--- src/design/i2crts_pkg.sv ---
// shared types and constants of the i2c register transfer sequencer
// no dependencies

package i2crts_pkg;

    localparam int BUFFER_BYTES = 10;
    localparam int LEN_CAP      = (BUFFER_BYTES - 1) < 9 ? (BUFFER_BYTES - 1) : 9;
    localparam int ADDR_W       = 6;
    localparam int DATA_W       = 64;

    localparam logic [3:0] LEN_CAP_W    = 4'(LEN_CAP);
    localparam logic [3:0] LEN_RESET    = 4'd2;

    // register indexes, at byte address 8*index
    localparam logic [2:0] REG_SLAVE_ADDRESS = 3'd0;
    localparam logic [2:0] REG_READ_MODE     = 3'd1;
    localparam logic [2:0] REG_WORD_ADDRESS  = 3'd2;
    localparam logic [2:0] REG_LENGTH_MARK   = 3'd3;
    localparam logic [2:0] REG_WRITE_BYTES   = 3'd4;

    // controller status codes
    localparam logic [7:0] ST_START      = 8'h08;
    localparam logic [7:0] ST_RESTART    = 8'h10;
    localparam logic [7:0] ST_SLA_W_ACK  = 8'h18;
    localparam logic [7:0] ST_SLA_W_NACK = 8'h20;
    localparam logic [7:0] ST_DATA_W_ACK = 8'h28;
    localparam logic [7:0] ST_SLA_R_ACK  = 8'h40;
    localparam logic [7:0] ST_DATA_R_NACK = 8'h58;
    localparam logic       RW_READ_BIT   = 1'b1;

    typedef enum logic [1:0] {
        ACT_BEGIN   = 2'd0,
        ACT_STATUS  = 2'd1,
        ACT_TIMEOUT = 2'd2
    } t_action;

    typedef struct packed {
        logic [6:0]  slave_address;
        logic        read_mode;
        logic [7:0]  word_address;
        logic [3:0]  length_mark;
        logic [63:0] write_bytes;
    } t_cfg;

    typedef struct packed {
        logic [1:0] action;
        logic [7:0] status_code;
        logic [7:0] received_byte;
    } t_in_word;

    typedef struct packed {
        logic       issue_command;
        logic       cmd_start;
        logic       cmd_stop;
        logic       cmd_clear_flag;
        logic       cmd_ack;
        logic       write_valid;
        logic [7:0] write_byte;
        logic       read_valid;
        logic [2:0] read_index;
        logic [7:0] read_byte;
        logic       done_res;
        logic       data_good;
    } t_out_word;

endpackage

--- src/design/i2crts_cfg.sv ---
// configuration register file with apb-style access
// depends on i2crts_pkg

module i2crts_cfg (
    input  logic                             i_clk,
    input  logic                             i_rst_n,
    input  logic                             psel,
    input  logic                             penable,
    input  logic                             pwrite,
    input  logic [i2crts_pkg::ADDR_W-1:0]    paddr,
    input  logic [i2crts_pkg::DATA_W-1:0]    pwdata,
    output logic [i2crts_pkg::DATA_W-1:0]    prdata,
    output logic                             pready,
    output i2crts_pkg::t_cfg                 o_cfg
);
    import i2crts_pkg::*;

    t_cfg       r_cfg;
    logic       wr_en;
    logic [2:0] reg_idx;
    logic [3:0] len_in;

    assign pready  = 1'b1;
    assign wr_en   = psel & penable & pwrite & pready;
    assign reg_idx = paddr[ADDR_W-1:3];
    assign len_in  = pwdata[3:0];
    assign o_cfg   = r_cfg;

    always_ff @(posedge i_clk) begin
        if (!i_rst_n) begin
            r_cfg.slave_address <= '0;
            r_cfg.read_mode     <= 1'b0;
            r_cfg.word_address  <= '0;
            r_cfg.length_mark   <= LEN_RESET;
            r_cfg.write_bytes   <= '0;
        end else if (wr_en) begin
            case (reg_idx)
                REG_SLAVE_ADDRESS: r_cfg.slave_address <= pwdata[6:0];
                REG_READ_MODE:     r_cfg.read_mode     <= pwdata[0];
                REG_WORD_ADDRESS:  r_cfg.word_address  <= pwdata[7:0];
                REG_LENGTH_MARK:   r_cfg.length_mark   <= (len_in > LEN_CAP_W) ? LEN_CAP_W
                                                                               : len_in;
                REG_WRITE_BYTES:   r_cfg.write_bytes   <= pwdata;
                default: ;
            endcase
        end
    end

    always_comb begin
        case (reg_idx)
            REG_SLAVE_ADDRESS: prdata = DATA_W'(r_cfg.slave_address);
            REG_READ_MODE:     prdata = DATA_W'(r_cfg.read_mode);
            REG_WORD_ADDRESS:  prdata = DATA_W'(r_cfg.word_address);
            REG_LENGTH_MARK:   prdata = DATA_W'(r_cfg.length_mark);
            REG_WRITE_BYTES:   prdata = r_cfg.write_bytes;
            default:           prdata = '0;
        endcase
    end

endmodule

--- src/design/i2crts_seq.sv ---
// transaction state and per-word decision logic
// depends on i2crts_pkg

module i2crts_seq (
    input  logic                   i_clk,
    input  logic                   i_rst_n,
    input  logic                   i_fire,
    input  i2crts_pkg::t_cfg       i_cfg,
    input  i2crts_pkg::t_in_word   i_word,
    output i2crts_pkg::t_out_word  o_word
);
    import i2crts_pkg::*;

    logic       r_started, n_started;
    logic       r_ended,   n_ended;
    logic [3:0] r_count,   n_count;
    logic       r_valid,   n_valid;

    t_out_word  res;
    logic [2:0] slot;
    logic [7:0] sla_w;
    logic       below;

    assign slot   = 3'(r_count - 4'd1);
    assign sla_w  = {i_cfg.slave_address, 1'b0};
    assign below  = r_count < i_cfg.length_mark;

    always_comb begin
        n_started = r_started;
        n_ended   = r_ended;
        n_count   = r_count;
        n_valid   = r_valid;
        res       = '0;
        case (t_action'(i_word.action))
            ACT_BEGIN: begin
                n_started = 1'b0;
                n_ended   = 1'b0;
                if (i_cfg.read_mode) n_valid = 1'b1;
                res.issue_command = 1'b1;
                res.cmd_start     = 1'b1;
            end
            ACT_STATUS: begin
                if (r_ended) begin
                    res.issue_command  = 1'b1;
                    res.cmd_stop       = 1'b1;
                    res.cmd_clear_flag = 1'b1;
                end else if (i_word.status_code == ST_START) begin
                    res.issue_command  = 1'b1;
                    res.cmd_clear_flag = 1'b1;
                    if (!r_started) begin
                        n_count         = '0;
                        res.write_valid = 1'b1;
                        res.write_byte  = sla_w;
                        n_started       = 1'b1;
                    end else begin
                        n_ended      = 1'b1;
                        res.cmd_stop = 1'b1;
                        if (i_cfg.read_mode) n_valid = 1'b0;
                    end
                end else if (i_word.status_code == ST_SLA_W_ACK) begin
                    res.write_valid    = 1'b1;
                    res.write_byte     = i_cfg.word_address;
                    n_count            = 4'(r_count + 4'd1);
                    res.issue_command  = 1'b1;
                    res.cmd_clear_flag = 1'b1;
                end else if (i_word.status_code == ST_SLA_W_NACK) begin
                    res.issue_command  = 1'b1;
                    res.cmd_start      = 1'b1;
                    res.cmd_stop       = 1'b1;
                    res.cmd_clear_flag = 1'b1;
                end else if (i_word.status_code == ST_DATA_W_ACK && !i_cfg.read_mode) begin
                    res.issue_command  = 1'b1;
                    res.cmd_clear_flag = 1'b1;
                    if (below) begin
                        res.write_valid = 1'b1;
                        res.write_byte  = (r_count == 4'd0) ? 8'(i_cfg.length_mark)
                                                            : i_cfg.write_bytes[slot*8 +: 8];
                        n_count         = 4'(r_count + 4'd1);
                    end else begin
                        res.cmd_stop = 1'b1;
                        n_ended      = 1'b1;
                    end
                end else if (i_word.status_code == ST_DATA_W_ACK) begin
                    res.issue_command  = 1'b1;
                    res.cmd_start      = 1'b1;
                    res.cmd_clear_flag = 1'b1;
                end else if (i_word.status_code == ST_RESTART && i_cfg.read_mode) begin
                    res.write_valid    = 1'b1;
                    res.write_byte     = {i_cfg.slave_address, RW_READ_BIT};
                    res.issue_command  = 1'b1;
                    res.cmd_clear_flag = 1'b1;
                end else if (i_word.status_code == ST_SLA_R_ACK && i_cfg.read_mode) begin
                    res.issue_command  = 1'b1;
                    res.cmd_clear_flag = 1'b1;
                end else if (i_word.status_code == ST_DATA_R_NACK && i_cfg.read_mode) begin
                    res.issue_command  = 1'b1;
                    res.cmd_clear_flag = 1'b1;
                    if (below) begin
                        if (r_count != 4'd0) begin
                            res.read_valid = 1'b1;
                            res.read_index = slot;
                            res.read_byte  = i_word.received_byte;
                        end
                        n_count = 4'(r_count + 4'd1);
                    end else begin
                        res.cmd_stop = 1'b1;
                        n_ended      = 1'b1;
                    end
                end else begin
                    n_ended = 1'b1;
                    if (i_cfg.read_mode) n_valid = 1'b0;
                end
            end
            ACT_TIMEOUT: begin
                n_ended = 1'b1;
            end
            default: ;
        endcase
        res.done_res  = n_ended;
        res.data_good = n_valid;
    end

    assign o_word = res;

    always_ff @(posedge i_clk) begin
        if (!i_rst_n) begin
            r_started <= 1'b0;
            r_ended   <= 1'b0;
            r_count   <= '0;
            r_valid   <= 1'b0;
        end else if (i_fire) begin
            r_started <= n_started;
            r_ended   <= n_ended;
            r_count   <= n_count;
            r_valid   <= n_valid;
        end
    end

endmodule

--- src/design/i2c_master_register_transfer_sequencer.sv ---
// top level of the i2c master register transfer sequencer
// depends on i2crts_pkg, i2crts_cfg and i2crts_seq
//
// channel   direction  handshake               payload
// in        input      i_in_valid / o_in_stall  i_in_data  (t_in_word)
// out       output     o_out_valid / i_out_stall o_out_data (t_out_word)
// cfg       input      psel/penable/pwrite      paddr, pwdata, prdata
//
// one word per cycle sustained while the output is not stalled; a word lands in the
// input register, is decided against the flags and byte counter, and its result
// sits in the output register.
// synchronous active-low reset clears flags, counter and both valid bits.
// a stall on the output holds the result register and then the input register.

module i2c_master_register_transfer_sequencer (
    input  logic                             i_clk,
    input  logic                             i_rst_n,
    input  logic                             i_in_valid,
    output logic                             o_in_stall,
    input  i2crts_pkg::t_in_word             i_in_data,
    output logic                             o_out_valid,
    input  logic                             i_out_stall,
    output i2crts_pkg::t_out_word            o_out_data,
    input  logic                             psel,
    input  logic                             penable,
    input  logic                             pwrite,
    input  logic [i2crts_pkg::ADDR_W-1:0]    paddr,
    input  logic [i2crts_pkg::DATA_W-1:0]    pwdata,
    output logic [i2crts_pkg::DATA_W-1:0]    prdata,
    output logic                             pready
);
    import i2crts_pkg::*;

    t_cfg      cfg;
    t_in_word  r_in;
    logic      r_in_valid;
    t_out_word r_out;
    logic      r_out_valid;
    t_out_word seq_res;
    logic      move;
    logic      take;

    assign move        = r_in_valid & (~r_out_valid | ~i_out_stall);
    assign o_in_stall  = r_in_valid & r_out_valid & i_out_stall;
    assign take        = i_in_valid & ~o_in_stall;
    assign o_out_valid = r_out_valid;
    assign o_out_data  = r_out;

    i2crts_cfg u_cfg (
        .i_clk   (i_clk),
        .i_rst_n (i_rst_n),
        .psel    (psel),
        .penable (penable),
        .pwrite  (pwrite),
        .paddr   (paddr),
        .pwdata  (pwdata),
        .prdata  (prdata),
        .pready  (pready),
        .o_cfg   (cfg)
    );

    i2crts_seq u_seq (
        .i_clk   (i_clk),
        .i_rst_n (i_rst_n),
        .i_fire  (move),
        .i_cfg   (cfg),
        .i_word  (r_in),
        .o_word  (seq_res)
    );

    always_ff @(posedge i_clk) begin
        if (!i_rst_n) begin
            r_in_valid  <= 1'b0;
            r_out_valid <= 1'b0;
        end else begin
            if (take) begin
                r_in_valid <= 1'b1;
            end else if (move) begin
                r_in_valid <= 1'b0;
            end
            if (move) begin
                r_out_valid <= 1'b1;
            end else if (~i_out_stall) begin
                r_out_valid <= 1'b0;
            end
        end
    end

    always_ff @(posedge i_clk) begin
        if (take) r_in <= i_in_data;
        if (move) r_out <= seq_res;
    end

endmodule

--- config.mk ---
export PLATFORM = sky130hd
export DESIGN_NAME = i2c_master_register_transfer_sequencer
export DESIGN_NICKNAME = d
export VERILOG_FILES = /design/src/design/i2crts_pkg.sv /design/src/design/i2crts_cfg.sv /design/src/design/i2crts_seq.sv /design/src/design/i2c_master_register_transfer_sequencer.sv
export SDC_FILE = /design/constraint.sdc
export NUM_CORES = 1
export LEC_CHECK = 0
export BUFFER_PORTS_ARGS = -buffer_cell sky130_fd_sc_hd__buf_2
export CORE_UTILIZATION = 59
export CTS_BUF_LIST = sky130_fd_sc_hd__clkbuf_8
export CTS_CLUSTER_SIZE = 14
export DETAILED_ROUTE_END_ITERATION = 6
export PLACE_DENSITY = 0.89
export SETUP_SLACK_MARGIN = 0.02
export SLEW_MARGIN = 40
export SYNTH_ARGS = -nofsm -noshare
export SYNTH_HDL_FRONTEND = slang
export SYNTH_HIERARCHICAL = 1
export SYNTH_SLANG_ARGS = --single-unit
--- constraint.sdc ---
create_clock -name i_clk -period 11.8 [get_ports i_clk]
set_input_delay 1.77 -clock i_clk [delete_from_list [all_inputs] [get_ports i_clk]]
set_output_delay 1.77 -clock i_clk [all_outputs]
set_load 0.1 [all_outputs]
; Word-level counts from Yosys, hierarchy flattened
; Index checks and enable logic that the tools add are counted.
[op_classes]
muxes = 85
n_eq_ne = 21
addsub = 2
order_cmp = 2
n_shift = 1
bitwise_logic = 15
reduce_logical = 22
[op_table]
columns = cell, n
row1 = one-hot mux 64 bit (5 select lines), 1
row2 = 2-to-1 mux 12 bit, 6
row3 = indexed part select 64 x 7 -> 8 bit, 1
row4 = 2-to-1 mux 9 bit, 6
row5 = 2-to-1 mux 1 bit, 48
row6 = 2-to-1 mux 4 bit, 12
row7 = 2-to-1 mux 21 bit, 2
row8 = equality test 8 x 5 -> 1 bit (second input constant), 2
row9 = equality test 8 x 6 -> 1 bit (second input constant), 2
row10 = equality test 8 x 7 -> 1 bit (second input constant), 2
row11 = OR reduction 12 bit, 1
row12 = OR reduction 11 bit, 1
row13 = 2-to-1 mux 2 bit, 5
row14 = AND reduction 2 bit, 5
row15 = AND reduction 9 bit, 1
row16 = equality test 8 x 4 -> 1 bit (second input constant), 1
row17 = 2-to-1 mux 8 bit, 1
row18 = inequality test 4 x 1 -> 1 bit (second input constant), 2
row19 = inverter 1 bit, 8
row20 = nonzero test 4 bit, 2
row21 = AND 1 bit, 6
row22 = equality test 3 x 2 -> 1 bit (second input constant), 2
row23 = adder 4 x 1 -> 4 bit (second input constant), 1
row24 = > comparator 4 bit (second input constant), 1
row25 = other kinds (22), 29
[word_totals]
reg_bits = 138
in_bits = 95

; Logic depth before layout (Yosys ltp)
; Gate-level depths: netlist of the first run.
[logic_depth]
depth_word = 12
mapped_depth = 10
ltp_nobuf = 7

; Modules after synthesis
; Netlist of the first run, hierarchy kept.
[modules_own_cells]
columns = mod, cells_each, n_inst, area_per_inst_um2
row1 = i2crts_cfg, 454, 1, 3971.3
row2 = i2crts_seq, 221, 1, 1806.7
row3 = i2c_master_register_transfer_sequencer, 54, 1, 1465.2

; Worst setup path before layout of the first run
; No wires, ideal clock.
[synth_timing]
kind = input-to-output
startpoint = in paddr[4] (netlist name)
endpoint = out prdata[3] (netlist name)
required_ps = 10030
stages = 5
setup_slack_ps = 6304
path_buffers = 2
t_arrival_ps = 3726
path_cell_list = buf_2 buf_2 and2_1 a2bb2oi_1 o21ai_1
[synth_via]
elab_chain_len = 2
elab_cells_between_ends = 6
cone_classes = eq/ne: 4 / mux: 1 / reduce/logical: 1
[synth_rtl]
columns = item, line
row1 = start: declaration, i2c_master_register_transfer_sequencer.sv:27  ; input logic [i2crts_pkg::ADDR_W-1:0] paddr,
row2 = "equality test 3 bit, or another cell as far along", i2crts_cfg.sv:50  ; case (reg_idx)
row3 = one-hot mux 64 bit (5 select lines) *, i2crts_cfg.sv:50
row4 = end: declaration, i2c_master_register_transfer_sequencer.sv:29  ; output logic [i2crts_pkg::DATA_W-1:0] prdata,
; Mark *: on every way between the ends. The rest lies on a longest branch, timed or not.

; Worst setup path after layout of the first run
[layout_timing]
startpoint = in paddr[5] (netlist name)
endpoint = out prdata[1] (netlist name)
; The elaborated chain is that of the path after synthesis.

==> impl_metrics.csv, run 1 <==
group,metric,value,unit
place,io_buffer_count,185,
die,die_w,113,um
die,die-area,12700,sq um
clock_network,htree_num_levels,4,
place,place_hpwl,12.7,mm
grt,grt_util_met2,0.473,
logic_synthesis,synth-simple-area-share,0.222,
drt,vias,5988,
timing,worst_clock_skew,0.00970,ns
die,core,12000,sq um
clock_network,cts_tree,"built",
grt,use_met3,0.0782,
worst_setup_path,crit_arrival,3.46,ns
drt,postRouteAntennaNets,0,
die,std_cell_rows,40,
grt,grt_pass1_vias,5613,
logic_synthesis,synth_top_cell_by_area,"dfxtp_1",
drt,drc_errors,0,
drt,routedWlPerCell,17.2,um
place,place.gp.congestion,0.897,
finish,n_antenna_cell,0,
die,die-height,113,um
finish,layout-drive-gt1-share,0.280,
grt,overflow,0,
logic_synthesis,synth-edff-count,46,
power,peakVddDrop,69.9,uV
logic_synthesis,synth_top_family_by_area,"simple AND/OR/NAND/NOR gates",
logic_synthesis,synth_async_sr_flop_share,0,
die,pin_count,190,
clock_network,post-cts-setup-buffers,0,
grt,met1_usage,0.361,
logic_synthesis,yosys_register_bits,139,
clock_network,cts_sinks,139,
grt,grt_usage,0.287,
logic_synthesis,synth_top_area_frac,0.257,
hold_path,hold_class,"flip-flop to flip-flop",
worst_setup_path,critPathLaunchType,"input pin",
timing,min_period,5.23,ns
logic_synthesis,synth_cell_types,72,
logic_synthesis,synthAdderAreaFrac,0.00864,
drt,vias_per_cell,5.70,
finish,fin_nets,990,
logic_synthesis,yosysWarnings,6,
finish,fin_util,0.707,
logic_synthesis,netlist_area,7240,sq um
flow_run,drv_cap,0,
clock_network,cts_hold_buf,0,
die,start_util,0.603,
worst_setup_path,required,10.03,ns
timing,report.final.slew_viol_count,0,
timing,worstMarginPinSlew,0.704,ns
drt,drt-initial-drc-count,458,
logic_synthesis,synth_ff_type,"dfxtp_1",
drt,wl,18.0,mm
timing,final_hold_viol_count,0,
run_status,status,"complete, no violations",
clock_network,clk_latency,0.45,ns
clock_network,cts-resized-gates,0,
worst_setup_path,critPathMaxFanout,59,
power,p_leak,0.00347,uW
timing,rsz0062_at_grt,"false",
timing,max_freq,191,MHz
clock_network,clk_path_buf_depth,2,
drt,first_pass_iters,5,
logic_synthesis,syn_inst,729,
logic_synthesis,syn-num-nets,829,
clock_network,numCtsBuffers,17,
timing,finalCritPeriodShare,0.443,
logic_synthesis,synth_compound_area_frac,0.0898,
grt,grt_pass1_wl,28.3,mm
logic_synthesis,synth.mux.area_fraction,0.180,
logic_synthesis,synth-xor-area-share,0.00242,
finish,synthToLayoutAreaGrowth,17.2,%
logic_synthesis,netlist_top_cells_area,"dfxtp_1 26%, edfxtp_1 19%, mux2i_1 13%",
clock_network,clkTransAtPathRegs,0.07,ns
clock_network,root_buffer,"clkbuf_8",
timing,tns,0,ns
grt,busiest_layer,"met2",
grt,antenna_found_initial,0,
timing,slew_headroom,0.531,
worst_setup_path,crit_type,"input pin to output pin",
timing,setup_viol,0,
worst_setup_path,crit_path_end_kind,"output pin",
grt,grt_max_degree,91,
logic_synthesis,avgSynthCellArea,9.94,sq um
logic_synthesis,ys_seq_area_frac,0.448,
power,power_density,111,nW/um^2
-- power breakdown --
group	total, uW	internal, uW	leakage (uW)	switching [uW]
clock	328	157	0.000174	171
sequential	512	504	0.00120	8.05
combinational	101	28.5	0.00210	72.6
-- registers in the layout, indices dropped and copies added (netlist names) --
signal and count:
o_out_data 28, u_seq/r_valid 1, u_seq/r_count 4, u_seq/r_ended 1, o_out_valid 1, r_in 18, r_in_valid 1, u_seq/r_started 1
u_cfg/o_cfg 84
-- critical path, cell delays in order --
cell,delay (ns)
buf_2,0.26
nor3b_4,0.23
buf_4,0.44
nand2_1,0.15
o21ai_1,0.14
buf_2,0.46
-- through the flow --
stage / setup slack, ns / instances / instance area [sq um] / power, uW / hold WS [ns]
6_report: 6.57 / 1050 / 8490 / 942 / 0.470
3_3_place_gp: 6.60 / 1017 / 8140 / 620 / 0.449
3_5_place_dp: 6.59 / 1018 / 8160 / 623 / 0.459
5_1_grt: 6.46 / 1050 / 8490 / 974 / 0.491
2_1_floorplan: 6.30 / 729 / 7240 / 594 / 0.440
4_1_cts: 6.58 / 1050 / 8480 / 946 / 0.471
-- routing by layer --
| layer | up-vias | wire [um] |
|---|---|---|
| met5 | - | 0 |
| met1 | 2804 | 7340 |
| li1 | 2866 | - |
| met3 | 34 | 1590 |
| met4 | 0 | 406 |
| met2 | 284 | 8670 |
-- area by class of cell --
| cell class | count | area [sq um] |
|---|---|---|
| multi-input cells | 522 | 3670 |
| well taps | 147 | 184 |
| fillers | 915 | 3520 |
| flip-flops and latches | 139 | 3240 |
| repair buffers | 193 | 1000 |
| clock inverters | 15 | 91.3 |
| inverters | 17 | 63.8 |
| clock buffers | 17 | 234 |
-- placed cells by master (no fill, tap or decap), types with 2 or more instances in the layout --
master / instances
nand4_1: 3
a21oi_1: 21
and2_1: 67
o21ai_1: 3
mux4_2: 16
mux2i_1: 93
nor4b_1: 2
clkbuf_8: 17
dfxtp_1: 93
nor2_1: 17
nor3b_4: 2
inv_1: 19
a21o_1: 2
buf_4: 7
clkinv_2: 4
nand2b_1: 8
o21a_1: 3
nand3b_1: 3
conb_1: 2
nor2b_1: 5
clkinv_1: 7
ha_1: 4
or3_1: 3
o21ai_0: 13
a2111oi_4: 2
a211o_1: 5
o211a_1: 4
o22ai_1: 2
edfxtp_1: 46
buf_2: 184
nor3_1: 3
a2bb2oi_1: 6
nand2_1: 177
o221ai_1: 2
nand3_1: 9
a31oi_1: 5
a211oi_1: 3
-- cell usage after synthesis (3+ instances only) --
master	number
clkbuf_1	20
nand2b_1	8
nor3b_2	3
inv_1	17
a211oi_1	3
nand3b_1	3
nor3_1	3
nand4_1	3
ha_1	5
dfxtp_1	93
buf_1	3
nand2_1	177
or3_1	3
edfxtp_1	46
o21ai_1	3
o21a_1	3
a211o_1	5
buf_4	7
and2_1	67
o21ai_0	13
a31oi_1	5
buf_2	13
nand3_1	9
nor2_1	17
mux2i_1	93
mux4_2	16
nor2b_1	5
o211a_1	4
buf_6	7
a2bb2oi_1	6
a21oi_1	21
-- final timing paths --
kind / from / to / slack (ns) / depth (start not counted)
hold / removal: u_cfg/o_cfg[59] / u_cfg/o_cfg[59] / 0.47 / 2
hold reg to reg: u_cfg/o_cfg[59] / u_cfg/o_cfg[59] / 0.47 / 2
setup / recovery: paddr[5] / prdata[1] / 6.57 / 6
setup reg to reg: u_seq/r_count[0] / o_out_data[14] / 8.80 / 8
-- kinds of logic (layout without fill, tap and decap cells) --
logic type	Yosys count	count (layout)
DFF	139	139
muxes	110	110
adders and majority gates	5	5
xor gates and xnor gates	2	2
AOI/OAI and AO/OA	87	87
and+or+nand+nor	316	316
buffers and inverters	68	242
other	2	2
Note: power is estimated with default switching activity, not from simulation.
==> run 2: changes to the inputs <==
Settings changed: CORE_UTILIZATION 59 to 55, PLACE_DENSITY 0.89 to 0.84.
Clock period 11.8 ns to 5.25 ns, I/O delays scaled along.
==> impl_metrics.csv, run 2 (synthesized netlist as in run 1, its figures left out) <==
group,metric,value,unit
power,p_int,1710,uW
place,place.gp.congestion,0.855,
hold_path,hold_class,"flip-flop to flip-flop",
grt,grt_pass1_vias,5519,
clock_network,cts_sinks,139,
grt,grt_pass1_wl,27.6,mm
finish,layout_common_cells,"184 x buf_2, 177 x nand2_1, 93 x dfxtp_1, 93 x mux2i_1, 67 x and2_1",
worst_setup_path,slowest_stage,"buf_2",
worst_setup_path,cp_common_cell,"buf_2",
power,seq_power_share,0.507,
timing,finalCritPeriodShare,0.620,
timing,rsz0062_at_grt,"false",
finish,n_antenna_cell,0,
clock_network,clk_latency,0.44,ns
power,switchingPower,560,uW
worst_setup_path,crit_path_max_incr_delay,0.46,ns
clock_network,cts_tree,"built",
run_status,status,"complete, no violations",
drt,vias,5979,
drt,drt-initial-drc-count,437,
power,pwr-share-clk,0.394,
power,power.share.switching,0.247,
die,pin_count,190,
timing,max_freq,307,MHz
clock_network,clkTransAtPathRegs,0.07,ns
finish,synthToLayoutAreaGrowth,18.7,%
finish,fillers,1043,
drt,vias_per_cell,5.57,
finish,final_common_cell,"buf_2",
clock_network,htree_num_levels,4,
timing,slew_headroom,0.470,
die,die_w,117,um
clock_network,root_buffer,"clkbuf_8",
grt,grt_usage,0.267,
drt,postRouteAntennaNets,0,
place,place_hpwl,12.6,mm
worst_setup_path,required,4.46,ns
die,core,12700,sq um
finish,fin_nets,989,
grt,grt_max_degree,94,
die,die-area,13600,sq um
timing,tns,0,ns
die,std_cell_rows,41,
power,p_leak,0.00351,uW
drt,routedWlPerCell,16.5,um
timing,worst_clock_skew,0.0100,ns
power,combPwrFrac,0.099,
worst_setup_path,critPathMaxFanout,59,
timing,worstMarginPinSlew,0.795,ns
power,power_density,264,nW/um^2
place,io_buffer_count,185,
clock_network,cts_hold_buf,0,
worst_setup_path,crit_type,"input pin to output pin",
worst_setup_path,path_cells,"buf_2 -> nor3b_4 -> buf_4 -> nand2_1 -> o21ai_1 -> buf_2",
drt,first_pass_iters,5,
worst_setup_path,crit_arrival,2.47,ns
worst_setup_path,crit_path_end_kind,"output pin",
drt,drc_errors,0,
clock_network,post-cts-setup-buffers,0,
drt,wl,17.7,mm
flow_run,drv_cap,0,
die,start_util,0.569,
power,totalPowerFinal,2270,uW
timing,report.final.slew_viol_count,0,
clock_network,cts-resized-gates,0,
finish,largest_register_ffs,84,
power,peakVddDrop,238,uV
clock_network,clk_path_buf_depth,2,
timing,setup_viol,0,
timing,final_hold_viol_count,0,
timing,min_period,3.26,ns
worst_setup_path,critPathLaunchType,"input pin",
die,die-height,117,um
grt,overflow,0,
grt,antenna_found_initial,0,
finish,layout-drive-gt1-share,0.282,
clock_network,numCtsBuffers,17,
## run 2: cell count changes in the layout (fill, tap and decap cells not counted), sizes merged
cell      previous run  this run
clkinv              11         6
bufinv               1         4
clkinvlp             1         0
buf                193       192
clkbuf              17        18
inv                 19        21
## run 2: per-stage QoR
| stage | area, sq um | cells | hold slack [ns] | worst slack (ns) | util |
|---|---|---|---|---|---|
| after floorplan | 7240 | 729 | 0.440 | 0.781 | - |
| after global placement | 8180 | 1042 | 0.450 | 2.01 | 0.643 |
| after detailed placement | 8180 | 1042 | 0.460 | 2.01 | 0.643 |
| after CTS | 8590 | 1074 | 0.470 | 2.00 | 0.675 |
| after global routing | 8590 | 1074 | 0.500 | 1.91 | 0.676 |
| final | 8590 | 1074 | 0.469 | 1.99 | 0.676 |
## run 2: area by class of cell
cell class                 instances  area [sq um]  share of cell area
clock inverter                    14           161              0.0188
sequential                       139          3240               0.377
multi-input combinational        522          3670               0.428
inverter                          17          63.8             0.00742
clock buffer                      18           248              0.0288
timing repair buffer             192           988               0.115
tap                              172           215              0.0250
## run 2: final timing paths
| check | slack [ns] | start | cells after the start | endpoint |
|---|---|---|---|---|
| min | 0.47 | u_cfg/o_cfg[55] | 2 | u_cfg/o_cfg[55] |
| min reg2reg | 0.47 | u_cfg/o_cfg[55] | 2 | u_cfg/o_cfg[55] |
| max | 1.99 | paddr[5] | 6 | prdata[3] |
| max reg2reg | 2.27 | u_seq/r_count[0] | 8 | o_out_data[14] |
## run 2: critical path, delay by kind of cell
kind,cells,cell delay (ns)
and+or+nand+nor,2,0.37
buffers and inverters,3,1.16
AOI/OAI and AO/OA,1,0.14
## run 2: power groups by stage
stage	logic, uW	registers (uW)	clock network [uW]
floorplan	104	1230	0
global placement	220	1170	0
detailed placement	223	1180	0
CTS	224	1150	913
global route	238	1150	952
finish	225	1150	896
## run 2: routing by layer
layer  vias up  GRT usage  share of wire
met3        34     0.0727          0.081
met4         0     0.0903          0.021
met2       251      0.434           0.48
met1      2828      0.345           0.42
met5         -          0              0
li1       2866          -              -
==> run 3: changes to the inputs <==
Clock period 5.25 ns to 3.2 ns, I/O delays scaled along.
==> impl_metrics.csv, run 3 (synthesized netlist as in run 1, its figures left out) <==
group,metric,value,unit
drt,postRouteAntennaNets,0,
clock_network,cts-resized-gates,0,
timing,finalCritPeriodShare,0.782,
power,p_int,2750,uW
worst_setup_path,crit_type,"input pin to output pin",
worst_setup_path,r2r_slack,0.74,ns
power,peakVddDrop,217,uV
timing,slew_headroom,0.478,
drt,drt-initial-drc-count,385,
power,combPwrFrac,0.102,
grt,grt_pass1_wl,28.1,mm
finish,fin_nets,997,
drt,routedWlPerCell,16.6,um
timing,worstMarginPinSlew,0.782,ns
drt,first_pass_iters,7,
power,switchingPower,935,uW
drt,vias,6007,
worst_setup_path,critPathMaxFanout,17,
clock_network,clkTransAtPathRegs,0.07,ns
place,place.gp.congestion,0.883,
die,core,12700,sq um
worst_setup_path,crit_arrival,2.02,ns
worst_setup_path,critPathLaunchType,"input pin",
timing,min_period,2.50,ns
die,pin_count,190,
finish,largest_register_ffs,84,
timing,final_hold_viol_count,0,
timing,tns,0,ns
power,seq_power_share,0.512,
finish,multi_input_area,3670,sq um
drt,wl,18.0,mm
grt,antenna_found_initial,0,
finish,instances_no_fill,1082,
clock_network,clk_latency,0.45,ns
power,power_density,424,nW/um^2
grt,grt_max_degree,65,
grt,grt_usage,0.274,
clock_network,cts_hold_buf,0,
timing,setup_viol,0,
power,p_leak,0.00357,uW
timing,report.final.slew_viol_count,0,
clock_network,cts_tree,"built",
clock_network,cts_sinks,139,
die,std_cell_rows,41,
flow_run,drv_cap,0,
finish,fillers,1038,
place,place_hpwl,13.0,mm
power,pwr-share-clk,0.386,
drt,vias_per_cell,5.55,
timing,worst_clock_skew,0.0117,ns
clock_network,clk_path_buf_depth,2,
hold_path,hold_class,"input pin to flip-flop",
clock_network,numCtsBuffers,17,
drt,drc_errors,0,
place,io_buffer_count,185,
finish,layout_common_cells,"184 x buf_2, 177 x nand2_1, 93 x dfxtp_1, 93 x mux2i_1, 67 x and2_1",
finish,synthToLayoutAreaGrowth,19.9,%
clock_network,post-cts-setup-buffers,0,
place,dpl.cell_count,1050,
timing,max_freq,400,MHz
finish,final_common_cell,"buf_2",
grt,overflow,0,
grt,grt_pass1_vias,5581,
die,start_util,0.569,
finish,n_antenna_cell,0,
die,die-height,117,um
worst_setup_path,required,2.72,ns
timing,rsz0062_at_grt,"false",
worst_setup_path,crit_path_end_kind,"output pin",
clock_network,root_buffer,"clkbuf_8",
finish,regArea,3240,sq um
run_status,status,"complete, no violations",
clock_network,htree_num_levels,4,
power,power.share.switching,0.254,
die,die-area,13600,sq um
finish,layout-drive-gt1-share,0.291,
die,die_w,117,um
==> run 3: cell count changes in the layout (fill, tap and decap cells not counted) <==
cell and delta:
bufinv_16 -2, inv_4 +1, buf_12 +4, buf_4 +6, ha_1 +1, clkinv_2 +1, inv_1 -1, ha_2 -1
buf_6 -2, clkbuf_8 +4, clkinv_1 -3
==> run 3: power by group through the flow <==
stage | logic, uW | clock network, uW | registers, uW
final | 375 | 1420 | 1890
after global routing | 400 | 1520 | 1890
after CTS | 373 | 1440 | 1890
after detailed placement | 372 | 0 | 1930
after global placement | 368 | 0 | 1930
after floorplan | 171 | 0 | 2020
==> run 3: through the flow <==
step / utilization / hold slack (ns) / power, uW / instance area [sq um] / setup WS (ns)
after floorplan: - / 0.440 / 2190 / 7250 / 0.284
after global placement: 0.651 / 0.450 / 2290 / 8290 / 0.734
after detailed placement: 0.651 / 0.458 / 2300 / 8290 / 0.711
after CTS: 0.683 / 0.185 / 3700 / 8690 / 0.702
after global routing: 0.683 / 0.187 / 3810 / 8690 / 0.597
final: 0.683 / 0.201 / 3690 / 8690 / 0.699
==> run 3: worst max-delay path, stage by stage <==
cell and delay [ns]:
buf_2 0.37, nand2b_1 0.29, o2bb2a_1 0.36, nor2_1 0.08
buf_2 0.43
==> run 3: final cells by class <==
cell class | count | share of cell area
Timing Repair Buffer | 200 | 0.126
Sequential cell | 139 | 0.373
Tap cell | 172 | 0.0248
Multi-Input combinational cell | 522 | 0.423
Clock inverter | 10 | 0.0112
Clock buffer | 22 | 0.0349
Inverter | 17 | 0.00735
==> run 3: path summary, 6_finish.rpt <==
path / startpoint / endpoint / cells past startpoint
hold reg to reg: u_cfg/o_cfg[17] / u_cfg/o_cfg[17] / 2
setup / recovery: paddr[4] / prdata[7] / 5
hold / removal: i_in_data[8] / r_in[8] / 1
setup reg to reg: r_in[12] / o_out_data[17] / 4
==> run 3: metal layers <==
layer | global-route usage | vias to the layer above | wire length [um] | share of wire
met4 | 0.110 | 0 | 415 | 0.023
met3 | 0.0778 | 41 | 1510 | 0.084
li1 | - | 2884 | - | -
met2 | 0.435 | 248 | 8510 | 0.47
met5 | 0 | - | 0 | 0
met1 | 0.353 | 2834 | 7590 | 0.42
